`config.mk`:
```
export PLATFORM = sky130hd
export DESIGN_NAME = twfc_out_reg
export DESIGN_NICKNAME = d
export VERILOG_FILES = /design/src/rtl/twfc_pkg.sv /design/src/rtl/twfc_out_reg.sv
export SDC_FILE = /design/constraint.sdc
export NUM_CORES = 1
export LEC_CHECK = 0
export ABC_CLOCK_PERIOD_IN_PS = 900
export BUFFER_PORTS_ARGS = -buffer_cell sky130_fd_sc_hd__buf_4
export CAP_MARGIN = 10
export CORE_MARGIN = 2
export CORE_UTILIZATION = 44
export CTS_BUF_LIST = sky130_fd_sc_hd__clkbuf_16
export CTS_CLUSTER_DIAMETER = 120
export DETAILED_ROUTE_END_ITERATION = 8
export PLACE_DENSITY = 0.81
export SYNTH_ARGS = -nofsm -noshare
export SYNTH_HDL_FRONTEND = slang
export SYNTH_SLANG_ARGS = --single-unit
```
`constraint.sdc`:
```
create_clock -name clk -period 0.9 [get_ports clk]
set_input_delay 0.045 -clock clk [delete_from_list [all_inputs] [get_ports clk]]
set_output_delay 0.045 -clock clk [all_outputs]
set_load 0.03 [all_outputs]
```
`src/rtl/twfc_pkg.sv`:
```
`timescale 1ns / 1ps
// Shared types and constants for the trie word frequency counter.
// Depends on nothing; the top level and twfc_out_reg import it.
package twfc_pkg;

  localparam int NODES_DEF    = 4096;
  localparam int ALPHABET_DEF = 26;

  localparam int SYMBOL_W = 5;
  localparam int NODE_W   = 12;
  localparam int TOTAL_W  = 32;

  localparam logic STATUS_COUNTED = 1'b0;
  localparam logic STATUS_DROPPED = 1'b1;

  typedef struct packed {
    logic [NODE_W-1:0]  word_node;
    logic [TOTAL_W-1:0] word_total;
    logic [NODE_W-1:0]  best_node;
    logic [TOTAL_W-1:0] best_total;
    logic               status;
  } result_t;

endpackage

```
`src/rtl/twfc_out_reg.sv`:
```
`timescale 1ns / 1ps
// Result register between the walk logic and the downstream consumer.
// Depends on twfc_pkg for the result type.
module twfc_out_reg
  import twfc_pkg::*;
(
  input  logic    clk,
  input  logic    rst,
  input  logic    load,
  input  result_t load_data,
  output logic    slot_free,
  output logic    result_valid,
  input  logic    result_stall,
  output result_t result_data
);

  assign slot_free = !result_valid || !result_stall;

  always_ff @(posedge clk) begin
    if (rst) begin
      result_valid <= 1'b0;
    end else if (load) begin
      result_valid <= 1'b1;
    end else if (!result_stall) begin
      result_valid <= 1'b0;
    end
  end

  always_ff @(posedge clk) begin
    if (load) begin
      result_data <= load_data;
    end
  end

endmodule
```
==> results of run 1 <==
## cells in the mapped netlist, drive strengths merged
cell type / number / area, um2
nor2: 1 / 3.75
dfxtp: 1 / 20.0
nand2: 1 / 3.75
a21oi: 1 / 5.00
edfxtp: 89 / 2670
## logic make-up after synthesis
kind of cell	Yosys count	share of synthesized area, %
AO/OA/AOI/OAI	1	0.185
AND/OR/NAND/NOR	2	0.277
flip-flops	90	99.5
## through the flow
stage	worst slack, ns	hold WS (ns)	instance area, um2
after detailed placement	0.130	0.208	4240
after global placement	0.146	0.204	4240
after floorplan	0.0848	0.117	2710
==> impl_metrics.ini, run 1 <==
[clocking]
cts.repair.resized = 87
cts_setup_buffers = 0
numCtsBuffers = 9
cts_max_level = 3
hold_buffers = 91
root_buffer = clkbuf_16
clk_path_buf_depth = 2
clock_sinks = 90

[synthesis]
ys_types = 5
syn_nets = 186
syn_inst = 93
syn_area_um2 = 2710
synth_seq_area_share_pct = 99.5
synth-seq-cells = 90
syn_area_per_cell_um2 = 29.1
yosys_warnings = 0

[outcome]
firstError = [ERROR DPL-0033] detailed placement checks failed during check placement.
failing_step = clock tree synthesis
status = stopped before the end

[placement]
io_buffers = 183
place_congestion = 0.724
place_inst = 356

[floorplanning]
dieHeight_um = 82.4
rows = 28
ios = 184
start_util_pct = 45.7
die_w_um = 82.4
==> run 2, diff against run 1 <==
CORE_UTILIZATION = 40   (was 44)
CTS_BUF_LIST = default   (was sky130_fd_sc_hd__clkbuf_16)
CTS_CLUSTER_DIAMETER = default   (was 120)
PLACE_DENSITY = default   (was 0.81)
PLACE_DENSITY_LB_ADDON = 0.15   (was default)
==> run 2 against run 1 <==
The flow now finishes, with violations (negative setup slack); area after synthesis is the same; synthesized cell count unchanged.
==> impl_metrics.ini, run 2 <==
[outcome]
status = finished with violations
violations = negative setup slack

[sta]
whs_ns = 0.168
worst_pin_slew_ns = 0.199
max_slew_margin_pct = 86.7
rsz0062_at_grt = true
hold_violations = 0
finalCritPeriodShare_pct = 109
setup_violations = 90
layout_setup_ws_ns = -0.0766
min_period_ns = 0.977
drv_slew = 0
skew_ns = 0
max_clock_freq_mhz = 1020

[clocking]
clk_pin_slew_worst_paths_ns = 0.08
cts_setup_buffers = 0
numCtsBuffers = 9
clock_sinks = 90
cts_max_level = 3
clk_latency_ns = 0.34
root_buffer = clkbuf_8
cts_tree = yes
clk_path_buf_depth = 2

[synthesis]
synth_mux_area_share_pct = 0
yosys_warnings = 0
synth_fa_ha_area_share_pct = 0
async_reset_ff_share_pct = 0
synthXorXnorAreaFrac_pct = 0
ys_types = 5
syn_area_per_cell_um2 = 29.1
synth-seq-cells = 90
synth.most_common_cell = edfxtp_1
synth_area_leader_cell = edfxtp_1
syn_inst = 93
synth_top_family_by_area = simple AND/OR/NAND/NOR gates
synth_common_cells = edfxtp_1 (89), a21oi_1 (1), dfxtp_1 (1), nand2_1 (1), nor2_1 (1)
synth_seq_area_share_pct = 99.5
yosys.area_share.simple_pct = 0.278
synthTopCellsByArea = edfxtp_1 (99%), dfxtp_1 (0.74%), a21oi_1 (0.19%), nand2_1 (0.14%), nor2_1 (0.14%)
ys.flop_type = edfxtp_1
syn_area_um2 = 2710
synth_top_area_share_pct = 98.8
synth_compound_area_share_pct = 0.185
syn_nets = 186
synth_edf_count = 89

[floorplanning]
rows = 29
dieHeight_um = 86.2
ios = 184
fp.coreArea_um2 = 6460
die_w_um = 86.2
start_util_pct = 41.9
die-area_um2 = 7440

[min_path]
whs_path_depth = 2
min-delay-start = load
worst_hold_path.endpoint = result_data[9]
min_path_type = primary input to register

[global_routing]
grt_use_total_pct = 24.4
grt_pass1_wl_um = 12900
antenna_found_initial = 0
grt_pass1_vias = 2402
grt_max_degree = 38
gr-total-overflow = 0

[flow_run]
drv_cap = 0

[route]
drt_iter0_markers = 82
final_antenna_net_count = 0
routed_wl_um = 8810
drcViolationCount = 0
detail_route.first_pass.iterations = 4
routedWlPerCell_um = 19.1
vias = 2112
vias_per_cell = 4.58

[setup_path]
ff2ff_path_depth = 2
worstPathArrival_ns = 0.93
reg2reg_to = result_valid
slowest_delay_ns = 0.43
path_delay_family = flip-flops
worst_setup_path_end_kind = primary output
worst-path-buf-inv = 1
cp.depth = 1
startpoint = result_data[10]
timing.rr.start = result_valid
slowest_stage = edfxtp_1
r2r_slack_ns = 0.21
critPathMaxFanout = 1
path_class = register to primary output
path_cells = buf_6
required_ns = 0.85
cp-start-kind = register

[layout]
diodes = 0
area_growth_pct = 108
layout_commonest_cell = buf_4
drive_gt1_share_pct = 51.3
regMostFlops = result_data
largest_registers = result_data: 89 flops, result_valid: 1 flops
layout.nets = 474
largest_reg_flops = 89
final_area_um2 = 5640
final_cell_mix = buf_4 (92), dlygate4sd3_1 (91), buf_6 (91)

[power]
irDropWorstVdd_mv = 0.923
p_total_mw = 9.54
powerDensity_nw_per_um2 = 1690
leakage_nw = 2.36

[placement]
io_buffers = 183
place_congestion = 0.806
placed_area_um2 = 4240
run 2: cell counts after synthesis:
Identical to the previous run, type by type.
run 2: cells by family after synthesis:
family / count (synthesis)
and+or+nand+nor: 2
DFF: 90
AOI/OAI and AO/OA: 1
run 2: per-stage QoR:
step                      setup slack [ns]  TNS [ns]  cells  util [%]
after global routing                -0.105     -6.52    461      87.3
after floorplan                     0.0848         0     93         -
final                              -0.0766     -3.03    461      87.3
after CTS                          -0.0707     -3.52    461      87.2
after global placement               0.171         0    356      65.6
after detailed placement             0.165         0    356      65.6
run 2: worst max-delay path by stage:
stage | endpoint | slack [ns]
detailed placement | result_data[49] | 0.16
global placement | result_data[6] | 0.17
finish | result_data[10] | -0.08
CTS | result_data[76] | -0.07
global route | result_data[79] | -0.10
floorplan | slot_free | 0.08
run 2: timing repair:
| action | 4_1_cts | 5_1_grt |
|---|---|---|
| gates cloned | 0 | 0 |
| resized for setup | 93 | 1 |
| hold buffers | 91 | 0 |
| endpoints found under the hold margin | 90 | 0 |
| endpoints found under the setup margin | 91 | 91 |
run 2: layout make-up:
class / instances / area, um2
clock inverter: 1 / 3.75
tap: 77 / 96.3
sequential: 90 / 2700
clock buffer: 13 / 139
fill: 288 / 822
multi-input combinational: 3 / 15.0
timing repair buffer: 277 / 2690
run 2: report_power, final:
part           total, mW  switching [mW]  leakage [nW]  internal [mW]
Sequential          5.15           0.169         0.880           4.98
Clock               2.24            1.27        0.0710          0.972
Combinational       2.15            1.04          1.41           1.11
run 2: metal layers:
| metal | wire (um) | global-route usage [%] |
|---|---|---|
| met1 | 3090 | 26.4 |
| met4 | 209 | 9.52 |
| met3 | 689 | 7.24 |
| met2 | 4820 | 44.7 |
| met5 | 0 | 0 |
Power figures use the tool's default switching activity.
